**config.mk**
```make
export PLATFORM = sky130hd
export DESIGN_NAME = indexed_list_insert_delete_unit_flat
export DESIGN_NICKNAME = d
export VERILOG_FILES = /design/src/rtl/ilid_pkg.sv /design/src/rtl/ilid_req_if.sv /design/src/rtl/ilid_rsp_if.sv /design/src/rtl/ilid_cfg_if.sv /design/src/rtl/ilid_ctrl.sv /design/src/rtl/ilid_dpath.sv /design/src/rtl/indexed_list_insert_delete_unit.sv /design/src/flat_wrapper.sv
export SDC_FILE = /design/constraint.sdc
export NUM_CORES = 1
export LEC_CHECK = 0
export BUFFER_PORTS_ARGS = -buffer_cell sky130_fd_sc_hd__buf_4
export CAP_MARGIN = 20
export CORE_ASPECT_RATIO = 0.5
export CORE_MARGIN = 1
export CORE_UTILIZATION = 35
export CTS_CLUSTER_DIAMETER = 200
export DETAILED_ROUTE_END_ITERATION = 8
export PLACE_DENSITY = 0.52
export SLEW_MARGIN = 10
export SYNTH_ARGS = -nofsm -noshare
export SYNTH_HDL_FRONTEND = slang
export SYNTH_SLANG_ARGS = --single-unit
```
**constraint.sdc**
```tcl
create_clock -name clk -period 13.3 [get_ports clk]
set_input_delay 0.665 -clock clk [delete_from_list [all_inputs] [get_ports clk]]
set_output_delay 0.665 -clock clk [all_outputs]
set_load 0.02 [all_outputs]
```
**src/rtl/ilid_pkg.sv**
```systemverilog
// Package with the shared types, codes and sizes of the indexed list unit.
package ilid_pkg;

	// Number of list entries; the four-bit index field addresses exactly this many.
	localparam int DEPTH = 16;
	localparam int DATA_WIDTH_DEF = 32;

	localparam int OPC_W = 3;
	localparam int IDX_W = 4;
	localparam int ITEM_W = 32;
	localparam int CNT_W = 5;
	localparam int STS_W = 2;

	localparam logic [CNT_W-1:0] CAP_RESET = CNT_W'(16);

	typedef enum logic [OPC_W-1:0] {
		OP_PUSH   = 3'd0,
		OP_INSERT = 3'd1,
		OP_POP    = 3'd2,
		OP_DELETE = 3'd3,
		OP_READ   = 3'd4
	} op_t;

	typedef enum logic [STS_W-1:0] {
		ST_OK    = 2'd0,
		ST_FULL  = 2'd1,
		ST_EMPTY = 2'd2,
		ST_RANGE = 2'd3
	} status_t;

	typedef enum logic {
		OS_IDLE,
		OS_HOLD
	} out_state_t;

	// Command from the controller to the datapath.
	typedef struct packed {
		logic exec;
	} ilid_cmd_t;

endpackage

```
**src/rtl/ilid_req_if.sv**
```systemverilog
// Request channel interface: opcode, index and data word with valid and ready.
interface ilid_req_if import ilid_pkg::*; ();
	logic              valid;
	logic              ready;
	logic [OPC_W-1:0]  opcode;
	logic [IDX_W-1:0]  index;
	logic [ITEM_W-1:0] item;

	modport source (output valid, output opcode, output index, output item, input ready);
	modport sink (input valid, input opcode, input index, input item, output ready);
endinterface

```
**src/rtl/ilid_rsp_if.sv**
```systemverilog
// Response channel interface: read word, count, empty flag and status.
interface ilid_rsp_if import ilid_pkg::*; ();
	logic              valid;
	logic              ready;
	logic [ITEM_W-1:0] read_data;
	logic [CNT_W-1:0]  count;
	logic              is_empty;
	logic [STS_W-1:0]  status;

	modport source (output valid, output read_data, output count, output is_empty,
		output status, input ready);
	modport sink (input valid, input read_data, input count, input is_empty,
		input status, output ready);
endinterface

```
**src/rtl/ilid_cfg_if.sv**
```systemverilog
// Configuration write channel interface carrying the capacity limit.
interface ilid_cfg_if import ilid_pkg::*; ();
	logic             valid;
	logic             ready;
	logic [CNT_W-1:0] data;

	modport source (output valid, output data, input ready);
	modport sink (input valid, input data, output ready);
endinterface

```
**src/rtl/ilid_ctrl.sv**
```systemverilog
// Controller state machine: request acceptance and response register occupancy.
module ilid_ctrl import ilid_pkg::*; (
	input  logic      clk,
	input  logic      arst_n,
	input  logic      req_valid,
	output logic      req_ready,
	output logic      rsp_valid,
	input  logic      rsp_ready,
	output ilid_cmd_t cmd
);

	out_state_t state_q;
	out_state_t state_nxt;

	always_ff @(posedge clk or negedge arst_n) begin
		if (!arst_n) begin
			state_q <= OS_IDLE;
		end else begin
			state_q <= state_nxt;
		end
	end

	// A new request may enter whenever the response register is free or is
	// being emptied in this cycle.
	always_comb begin
		state_nxt = state_q;
		req_ready = 1'b0;
		rsp_valid = 1'b0;
		cmd.exec  = 1'b0;
		case (state_q)
			OS_IDLE: begin
				req_ready = 1'b1;
				cmd.exec  = req_valid;
				if (req_valid) begin
					state_nxt = OS_HOLD;
				end
			end
			OS_HOLD: begin
				rsp_valid = 1'b1;
				req_ready = rsp_ready;
				cmd.exec  = req_valid && rsp_ready;
				if (rsp_ready && !req_valid) begin
					state_nxt = OS_IDLE;
				end
			end
			default: begin
				state_nxt = OS_IDLE;
			end
		endcase
	end

endmodule

```
**src/rtl/ilid_dpath.sv**
```systemverilog
// Datapath: entry registers with parallel shift, fill count, capacity and result register.
module ilid_dpath import ilid_pkg::*; #(
	parameter int DATA_WIDTH = DATA_WIDTH_DEF
) (
	input  logic              clk,
	input  logic              arst_n,
	input  ilid_cmd_t         cmd,
	input  logic [OPC_W-1:0]  req_opcode,
	input  logic [IDX_W-1:0]  req_index,
	input  logic [ITEM_W-1:0] req_item,
	input  logic              cfg_valid,
	input  logic [CNT_W-1:0]  cfg_data,
	output logic [ITEM_W-1:0] rsp_read_data,
	output logic [CNT_W-1:0]  rsp_count,
	output logic              rsp_is_empty,
	output logic [STS_W-1:0]  rsp_status
);

	logic [DATA_WIDTH-1:0] entries_q [DEPTH];
	logic [CNT_W-1:0]      fill_q;
	logic [CNT_W-1:0]      cap_q;

	logic [ITEM_W-1:0]     rd_data_q;
	logic [CNT_W-1:0]      count_q;
	logic                  empty_q;
	status_t               status_q;

	logic [DATA_WIDTH+ITEM_W-1:0] item_ext;
	logic [DATA_WIDTH+ITEM_W-1:0] rd_ext;
	logic [DATA_WIDTH-1:0]        wdata;
	logic [DATA_WIDTH-1:0]        rd_word;
	logic [CNT_W-1:0]             eff_cap;
	logic [CNT_W-1:0]             pos;
	logic [CNT_W-1:0]             fill_nxt;
	logic                         do_ins;
	logic                         do_del;
	status_t                      status_nxt;

	// The item is cut or zero-extended to the stored width; the read word likewise.
	assign item_ext = {{DATA_WIDTH{1'b0}}, req_item};
	assign wdata    = item_ext[DATA_WIDTH-1:0];
	assign rd_ext   = {{ITEM_W{1'b0}}, rd_word};
	assign eff_cap  = (cap_q > CNT_W'(DEPTH)) ? CNT_W'(DEPTH) : cap_q;

	always_comb begin
		fill_nxt   = fill_q;
		status_nxt = ST_OK;
		rd_word    = '0;
		do_ins     = 1'b0;
		do_del     = 1'b0;
		pos        = '0;
		case (req_opcode)
			OP_PUSH, OP_INSERT: begin
				if (fill_q >= eff_cap) begin
					status_nxt = ST_FULL;
				end else begin
					pos = (req_opcode == OP_PUSH) ? fill_q : {1'b0, req_index};
					if (pos > fill_q) begin
						status_nxt = ST_RANGE;
					end else begin
						do_ins   = 1'b1;
						fill_nxt = fill_q + CNT_W'(1);
					end
				end
			end
			OP_POP, OP_DELETE, OP_READ: begin
				if (fill_q == '0) begin
					status_nxt = ST_EMPTY;
				end else begin
					pos = (req_opcode == OP_POP) ? fill_q - CNT_W'(1) : {1'b0, req_index};
					if (pos >= fill_q) begin
						status_nxt = ST_RANGE;
					end else if (req_opcode == OP_READ) begin
						rd_word = entries_q[pos[IDX_W-1:0]];
					end else begin
						if (req_opcode == OP_POP) begin
							rd_word = entries_q[pos[IDX_W-1:0]];
						end
						do_del   = 1'b1;
						fill_nxt = fill_q - CNT_W'(1);
					end
				end
			end
			default: begin
			end
		endcase
	end

	// Each entry takes its lower neighbor on insert and its upper neighbor on delete.
	for (genvar g = 0; g < DEPTH; g++) begin : g_entry
		logic [DATA_WIDTH-1:0] below;
		logic [DATA_WIDTH-1:0] above;
		if (g == 0) begin : g_first
			assign below = wdata;
		end else begin : g_rest
			assign below = entries_q[g-1];
		end
		if (g == DEPTH - 1) begin : g_last
			assign above = entries_q[g];
		end else begin : g_inner
			assign above = entries_q[g+1];
		end

		always_ff @(posedge clk) begin
			if (cmd.exec && do_ins) begin
				if (CNT_W'(g) == pos) begin
					entries_q[g] <= wdata;
				end else if (CNT_W'(g) > pos) begin
					entries_q[g] <= below;
				end
			end else if (cmd.exec && do_del && CNT_W'(g) >= pos) begin
				entries_q[g] <= above;
			end
		end
	end

	always_ff @(posedge clk or negedge arst_n) begin
		if (!arst_n) begin
			fill_q <= '0;
			cap_q  <= CAP_RESET;
		end else begin
			if (cmd.exec) begin
				fill_q <= fill_nxt;
			end
			if (cfg_valid) begin
				cap_q <= cfg_data;
			end
		end
	end

	always_ff @(posedge clk) begin
		if (cmd.exec) begin
			rd_data_q <= rd_ext[ITEM_W-1:0];
			count_q   <= fill_nxt;
			empty_q   <= (fill_nxt == '0);
			status_q  <= status_nxt;
		end
	end

	assign rsp_read_data = rd_data_q;
	assign rsp_count     = count_q;
	assign rsp_is_empty  = empty_q;
	assign rsp_status    = status_q;

endmodule

```
**src/rtl/indexed_list_insert_delete_unit.sv**
```systemverilog
// Top level of the indexed list unit: bounded ordered list with insert and delete.
// The unit keeps up to sixteen data words in order together with a fill count.
// Each request transaction pushes a word at the end, inserts a word at an index
// (later entries move up by one), pops the last word, deletes the word at an
// index (later entries move down by one), or reads the word at an index, and
// gives exactly one response transaction with the read or popped word (zero
// otherwise), the new count, an empty flag and a status: ok, full, empty, or
// index out of range. A rejected request changes nothing. Codes five to seven
// are ignored and answer ok. The capacity limit written on the configuration
// channel caps the count; values above sixteen act as sixteen and zero makes
// the list permanently full. Configuration is accepted in every cycle and
// should be written only while no request is in flight. All entry registers
// shift in parallel in the same edge that accepts a request, and the response
// lands in an output register. That register decouples the two channels, so a
// request is taken in the cycle the pending response is taken, giving one
// transaction per clock when the sink keeps up; the response is presented in
// the cycle after its request is accepted. There is no clearing pass after
// reset; entries above the count are never observed.
module indexed_list_insert_delete_unit import ilid_pkg::*; #(
	parameter int DATA_WIDTH = DATA_WIDTH_DEF
) (
	input logic        clk,
	input logic        arst_n,
	ilid_req_if.sink   req,
	ilid_rsp_if.source rsp,
	ilid_cfg_if.sink   cfg
);

	ilid_cmd_t cmd;

	// The capacity register has no busy period.
	assign cfg.ready = 1'b1;

	// The controller decides when a request transaction executes and when a
	// response is presented.
	ilid_ctrl u_ctrl (
		.clk       (clk),
		.arst_n    (arst_n),
		.req_valid (req.valid),
		.req_ready (req.ready),
		.rsp_valid (rsp.valid),
		.rsp_ready (rsp.ready),
		.cmd       (cmd)
	);

	// The datapath holds the entries, the count and the response register.
	ilid_dpath #(
		.DATA_WIDTH (DATA_WIDTH)
	) u_dpath (
		.clk           (clk),
		.arst_n        (arst_n),
		.cmd           (cmd),
		.req_opcode    (req.opcode),
		.req_index     (req.index),
		.req_item      (req.item),
		.cfg_valid     (cfg.valid),
		.cfg_data      (cfg.data),
		.rsp_read_data (rsp.read_data),
		.rsp_count     (rsp.count),
		.rsp_is_empty  (rsp.is_empty),
		.rsp_status    (rsp.status)
	);

	// The reported count can never exceed the number of entries.
	a_count_bound: assert property (@(posedge clk) disable iff (!arst_n)
		rsp.valid |-> (rsp.count <= CNT_W'(DEPTH)))
		else $error("response count exceeds list depth");

	// The empty flag must agree with the count it travels with.
	a_empty_flag: assert property (@(posedge clk) disable iff (!arst_n)
		rsp.valid |-> (rsp.is_empty == (rsp.count == '0)))
		else $error("empty flag disagrees with count");

	// A rejected request never returns data.
	a_reject_zero: assert property (@(posedge clk) disable iff (!arst_n)
		(rsp.valid && (rsp.status != ST_OK)) |-> (rsp.read_data == '0))
		else $error("rejected request returned data");

	// Every accepted request has a response waiting in the next cycle.
	a_rsp_follows: assert property (@(posedge clk) disable iff (!arst_n)
		(req.valid && req.ready) |=> rsp.valid)
		else $error("accepted request produced no response");

	// A pending response that is not taken blocks new requests.
	a_no_overrun: assert property (@(posedge clk) disable iff (!arst_n)
		(rsp.valid && !rsp.ready) |-> !req.ready)
		else $error("request accepted over an unread response");

endmodule

```
**src/flat_wrapper.sv**
```systemverilog
// flat-port wrapper written by rule: the top's interface ports become plain ports
module indexed_list_insert_delete_unit_flat import ilid_pkg::*;
#(
	parameter int DATA_WIDTH = DATA_WIDTH_DEF
)
  (clk, arst_n, req_valid, req_opcode, req_index, req_item, req_ready, rsp_valid, rsp_read_data, rsp_count, rsp_is_empty, rsp_status, rsp_ready, cfg_valid, cfg_data, cfg_ready);
  ilid_req_if req_i ();
  ilid_rsp_if rsp_i ();
  ilid_cfg_if cfg_i ();
  input logic clk;
  input logic arst_n;
  input wire logic [$bits(req_i.valid)-1:0] req_valid;
  input wire logic [$bits(req_i.opcode)-1:0] req_opcode;
  input wire logic [$bits(req_i.index)-1:0] req_index;
  input wire logic [$bits(req_i.item)-1:0] req_item;
  output wire logic [$bits(req_i.ready)-1:0] req_ready;
  output wire logic [$bits(rsp_i.valid)-1:0] rsp_valid;
  output wire logic [$bits(rsp_i.read_data)-1:0] rsp_read_data;
  output wire logic [$bits(rsp_i.count)-1:0] rsp_count;
  output wire logic [$bits(rsp_i.is_empty)-1:0] rsp_is_empty;
  output wire logic [$bits(rsp_i.status)-1:0] rsp_status;
  input wire logic [$bits(rsp_i.ready)-1:0] rsp_ready;
  input wire logic [$bits(cfg_i.valid)-1:0] cfg_valid;
  input wire logic [$bits(cfg_i.data)-1:0] cfg_data;
  output wire logic [$bits(cfg_i.ready)-1:0] cfg_ready;
  assign req_i.valid = req_valid;
  assign req_i.opcode = req_opcode;
  assign req_i.index = req_index;
  assign req_i.item = req_item;
  assign req_ready = req_i.ready;
  assign rsp_valid = rsp_i.valid;
  assign rsp_read_data = rsp_i.read_data;
  assign rsp_count = rsp_i.count;
  assign rsp_is_empty = rsp_i.is_empty;
  assign rsp_status = rsp_i.status;
  assign rsp_i.ready = rsp_ready;
  assign cfg_i.valid = cfg_valid;
  assign cfg_i.data = cfg_data;
  assign cfg_ready = cfg_i.ready;
  indexed_list_insert_delete_unit #(.DATA_WIDTH(DATA_WIDTH)) u_core (.clk(clk), .arst_n(arst_n), .req(req_i), .rsp(rsp_i), .cfg(cfg_i));
endmodule
```
==> results.cfg, run 1 <==
[run_status]
status = finished clean

[logic_synthesis]
syn_avg_cell_area_um2 = 10.7
yosysWarningCount = 0
synth_cell_types = 63
ys.flop_type = edfxtp_1
synth_seq_area_share_pct = 51.9
synth_area_um2 = 32500
ys_ff_latch = 563
synth-edff-count = 552
syn-num-nets = 3087
syn_inst = 3022
async_reset_ff_share_pct = 1.95

[setup_path]
critical-path-top-delay-family = buffers and inverters
path_class = reg2reg
crit_slowest_cell = a21oi_4
cp-end-kind = register
slowest_delay_ns = 0.70
worstPathMaxFanout = 65
startpoint_type = register
arrival_ns = 6.79
cp_common_cell = buf_4
critical_path.cell_chain = nor3_1 > xnor2_1 > a21o_2 > buf_4 > inv_2 > ha_1 > a21o_1 > a311o_1 > and4b_2 > buf_4 > o21ai_0 > a21oi_4 > buf_4
cp.required_ns = 13.60
critPathBufInv = 4

[timing]
tightest_slew_ns = 1.21
post-route-period-util_pct = 48.8
drv_slew = 0
rsz0062_at_grt = false
max_freq_mhz = 154
max_slew_margin_pct = 19.2
skew_ns = 0.0155
hold_violations = 0
fin_ws_ns = 6.81
timing.setup.tns_ns = 0
post-route-min-period_ns = 6.49
setup_viol = 0

[global_routing]
antenna_found_initial = 2
grt_overflow = 0
use_met3_pct = 6.36
grt_pass1_vias = 24800
grt_pass1_wl_um = 173000
grt_max_degree = 86
busiest_layer = met2
grt.total_usage_pct = 25.0
gr-usage-met2_pct = 36.6
use_met1_pct = 35.8

[cts]
cts_tree = done
cts.sinks = 563
path_clk_slew_ns = 0.06
ctsHtreeMaxLevel = 2
clockBufferDepth = 3
clock_latency_ns = 0.67
cts_buffers = 58
cts_setup_buffers = 0
cts_root_buf = clkbuf_16
postCtsHoldBufs = 1
post_cts_resized = 0

[detailed_routing]
routed_wl_um = 120000
drtPass1Iterations = 6
wire_per_inst_um = 28.2
num_vias = 26100
vias_per_cell = 6.13
ant_nets = 0
drt_iter0_markers = 3360
drc = 0

[pwr]
p_per_area_nw_per_um2 = 160
power.leakage_nw = 13.7
vdd_drop_max_v = 0.000116
total_power_mw = 5.85

[die]
die_area_um2 = 94100
start_util_pct = 35.6
ioPinCount = 92
std_cell_rows = 78
die_w_um = 433
core-area_um2 = 91300
die_h_um = 217

[final_layout]
syn_to_final_growth_pct = 12.4
nets = 3033
drive_gt1_share_pct = 16.5
n_antenna_cell = 0
fin_cells = 4252

[placed_design]
place.gp.congestion = 0.840
io_buffers = 90
dp_hpwl_um = 69700
place_ws_ns = 6.42
dp.cells = 4147

[worst_hold_path]
hp-class = in2reg

[run]
maxCapViolCount = 0
-- metal layers --
metal	vias to the layer above	share of wire, %
li1	11200	-
met1	13000	43
met2	1607	42
met3	261	11
met4	2	3.5
met5	-	0.011
-- flip-flops by register name, summed over array words and instances, names as in the netlist --
name and cells:
u_core.u_dpath.rsp_status 2, u_core.u_ctrl.state_q 1, u_core.u_dpath.rsp_count 5, u_core.u_dpath.rsp_is_empty 1
u_core.u_dpath.fill_q 5, u_core.u_dpath.cap_q 5, u_core.u_dpath.entries_q 512, u_core.u_dpath.rsp_read_data 32
-- final timing paths --
check / end / startpoint / depth (start not counted) / slack, ns
max: u_core.u_dpath.entries_q[4][20] / u_core.u_dpath.fill_q[2] / 13 / 6.81
min: u_core.u_ctrl.state_q / req_valid / 2 / 0.20
max reg2reg: u_core.u_dpath.entries_q[4][20] / u_core.u_dpath.fill_q[2] / 13 / 6.81
min reg2reg: u_core.u_dpath.cap_q[0] / u_core.u_dpath.cap_q[0] / 1 / 0.51
max in group asynchronous: u_core.u_dpath.cap_q[4] / arst_n / 2 / 12.70
min in group asynchronous: u_core.u_dpath.cap_q[3] / arst_n / 2 / 0.37
-- through the flow --
stage          instance area (um^2)  utilization, %  hold slack [ns]
3_5_place_dp                  34600            37.9            0.498
4_1_cts                       36500            40.0            0.186
5_1_grt                       36500            40.0            0.216
2_1_floorplan                 32500               -            0.369
3_3_place_gp                  34600            37.9            0.487
6_report                      36500            40.0            0.203
-- Yosys cell counts (all sizes together), types with 73 or more instances --
cell type  number  area (um^2)
a21oi         271         1360
a31oi         164         1030
clkbuf        218          818
edfxtp        552        16600
mux2           73          822
mux2i         262         2620
mux4          128         2880
nand2         420         1580
nand3         167          836
nor2          335         1260
nor3           73          370
o21ai         151          756
-- cells by family (layout without fill, tap and decap cells) --
family	count (synthesis)	count (layout)	share of synthesized area, %
AND/OR/NAND/NOR	1059	1059	13.8
AO/OA/AOI/OAI	623	623	10.6
flip-flops	563	563	51.9
multiplexers	463	463	19.5
buffers and inverters	292	282	3.51
adder cells (fa/ha/maj)	16	16	0.616
XOR/XNOR	5	5	0.135
other	1	1	0.0115
-- where the power goes --
group | total, mW | internal [mW] | switching (mW)
clock network | 1.71 | 0.939 | 0.767
logic | 1.65 | 0.547 | 1.10
registers | 2.49 | 2.30 | 0.193
-- placed cells by master (no fill, tap or decap), types with 5 or more instances in the layout --
cell type	n
nand3_4	5
clkbuf_1	14
ha_1	16
nor3_1	69
mux4_2	128
nand2_2	7
nor2_1	327
clkbuf_16	60
mux2i_1	260
nor2_4	8
inv_1	13
nand3_1	162
o211ai_1	6
and3_1	32
dfrtp_1	10
bufinv_16	6
clkinv_1	14
edfxtp_1	552
nand2_1	413
mux2_2	67
mux2_1	5
a21oi_1	261
o21ai_0	140
a21oi_4	10
nand2b_1	6
a31oi_1	164
buf_4	157
o21ai_4	9
-- worst register-to-register path, cell delays in order, from the launching register on --
cell and delay, ns:
dfrtp_1 0.53, nor3_1 0.39, xnor2_1 0.20, a21o_2 0.16, buf_4 0.68, inv_2 0.53
ha_1 0.34, a21o_1 0.16, a311o_1 0.38, and4b_2 0.30, buf_4 0.64, o21ai_0 0.54
a21oi_4 0.70, buf_4 0.57
-- cell type report --
| type | instances | area, um^2 |
|---|---|---|
| fill | 8714 | 54700 |
| sequential | 563 | 16900 |
| tap | 1240 | 1550 |
| clock inverter | 30 | 325 |
| timing repair buffer | 160 | 1220 |
| inverter | 18 | 70.1 |
| multi-input combinational | 2167 | 14900 |
| clock buffer | 74 | 1550 |
Note: power is estimated with default switching activity, not from simulation.
==> run 2: changes to the inputs <==
- PLACE_DENSITY: 0.52 -> 0.54
- clock period: 13.3 -> 5.88 ns (I/O delays scaled with it)
==> run 2 against run 1 <==
Die area stayed put. Power is 130% higher. Final cell count is 0.89% higher. Non-clock buffer count is 35 higher. Sequential cell count stayed put. Global-route usage is 1.2 points higher. Clock-buffer cell count is 6 lower. Worst setup slack worse by 5.9 ns. Sequential share of layout area is 0.58 points lower. Utilization is 0.51 points higher.
==> results.cfg, run 2 (synthesis gave the netlist of run 1 again) <==
[run_status]
status = finished clean

[final_layout]
regMostFlops = u_core.u_dpath.entries_q
layout_commonest_cell = edfxtp_1
largest_reg_flops = 512
stdcell_area_um2 = 37000
drive_gt1_share_pct = 17.2
syn_to_final_growth_pct = 13.8
fillCellCount = 8732
nets = 3067
layout_common_cells = edfxtp_1 (552), nand2_1 (413), nor2_1 (327)

[timing]
setup_viol = 0
post-route-min-period_ns = 4.93
fin_ws_ns = 0.949
max_freq_mhz = 203
max_slew_margin_pct = 22.8
hold_violations = 0
post-route-period-util_pct = 83.9
tightest_slew_ns = 1.16
skew_ns = 0.0251
drv_slew = 0
timing.setup.tns_ns = 0
rsz0062_at_grt = false

[pwr]
p_per_area_nw_per_um2 = 358
vdd_drop_max_v = 0.000230
power.leakage_nw = 13.9
total_power_mw = 13.2

[cts]
ctsHtreeMaxLevel = 2
cts.sinks = 563
cts_root_buf = clkbuf_16
clockBufferDepth = 3
path_clk_slew_ns = 0.06
post_cts_resized = 0
cts_buffers = 57
clock_latency_ns = 0.66
cts_tree = done

[setup_path]
rrSetupSlack_ns = 0.95
critical-path-top-delay-family = compound AO/OA/AOI/OAI gates
cp.required_ns = 6.27
path_class = reg2reg
critical_path.cell_chain = inv_1 > ha_1 > xor2_1 > mux2_8 > ha_1 > nand2_1 > o21ai_0 > a311o_1 > and4b_2 > o21ai_0 > inv_2 > buf_4
cp-end-kind = register
startpoint_type = register
worstPathMaxFanout = 26
r2r-start = u_core.u_dpath.fill_q[0]
critPathBufInv = 3
r2r_end = u_core.u_dpath.entries_q[7][1]
arrival_ns = 5.32
r2r_cells = 12
crit_slowest_cell = o21ai_0
slowest_delay_ns = 0.85

[global_routing]
grt.total_usage_pct = 26.2
grt_pass1_vias = 25400
grt_overflow = 0
grt_max_degree = 67
antenna_found_initial = 3
grt_pass1_wl_um = 182000

[placed_design]
place.gp.congestion = 0.916
io_buffers = 90
dp_hpwl_um = 75300
place_area_um2 = 35000
place_ws_ns = 1.03

[die]
start_util_pct = 35.6
std_cell_rows = 78
die_w_um = 433
ioPinCount = 92
core-area_um2 = 91300
die_area_um2 = 94100
die_h_um = 217

[detailed_routing]
drtPass1Iterations = 6
ant_nets = 0
drc = 0
vias_per_cell = 6.20
routed_wl_um = 125000
wire_per_inst_um = 29.1
drt_iter0_markers = 3543
num_vias = 26600

[worst_hold_path]
hp-class = in2async

[run]
maxCapViolCount = 0
==> run 2: changes by cell type in the layout (fill, tap and decap cells not counted), sizes merged <==
cell / before / now
buf: 159 / 185
bufinv: 6 / 5
clkbuf: 74 / 68
clkinv: 23 / 28
clkinvlp: 1 / 2
diode: 0 / 2
dlygate4sd3: 1 / 10
inv: 18 / 20
==> run 2: routing by layer <==
layer,GRT usage (%),vias to the layer above,routed length [um]
met5,0,-,12
met4,7.77,2,3680
met3,6.80,227,14800
met2,38.6,1738,53500
met1,37.6,13300,52900
li1,-,11300,-
==> run 2: report_power, final <==
part	switching (mW)	internal (mW)	leakage [nW]
logic	2.59	1.33	7.86
clock network	1.71	1.99	0.870
registers	0.428	5.20	5.17
==> run 2: stage by stage <==
stage	utilization [%]	hold slack [ns]	cells
floorplan	-	-0.00159	3022
global placement	38.4	0.144	4170
detailed placement	38.4	0.147	4171
CTS	40.4	0.00279	4286
global route	40.5	0.0311	4289
finish	40.5	0.0254	4290
==> run 2: cell type report <==
class,count,area (um^2),share of cell area (%)
diodes,2,5.00,0.0135
clock buffers,68,1470,3.97
clock inverters,37,308,0.833
inverters,18,70.1,0.190
multi-input cells,2167,14900,40.4
flip-flops and latches,563,16900,45.6
well taps,1240,1550,4.20
repair buffers,195,1770,4.80
==> run 2: worst max path at each step <==
stage | start | endpoint | cells after the start
final | u_core.u_dpath.fill_q[0] | u_core.u_dpath.entries_q[7][1] | 12
after global routing | u_core.u_dpath.fill_q[0] | u_core.u_dpath.entries_q[7][1] | 12
after CTS | u_core.u_dpath.fill_q[0] | u_core.u_dpath.entries_q[7][3] | 12
after detailed placement | u_core.u_dpath.fill_q[0] | u_core.u_dpath.entries_q[7][31] | 12
after global placement | req_opcode[2] | u_core.u_dpath.entries_q[11][23] | 15
after floorplan | req_opcode[2] | u_core.u_dpath.entries_q[1][0] | 14
==> run 2: worst reg2reg max path, cell delays in order (launching register included) <==
cell     delay, ns
dfrtp_1       0.48
inv_1         0.19
ha_1          0.29
xor2_1        0.16
mux2_8        0.43
ha_1          0.35
nand2_1       0.05
o21ai_0       0.23
a311o_1       0.31
and4b_2       0.33
o21ai_0       0.85
inv_2         0.60
buf_4         0.38
==> run 2: timing repair <==
item                                   in CTS  in global routing
endpoints found under the hold margin      17                  0
hold buffers                               10                  0
buffers inserted                            0                  0
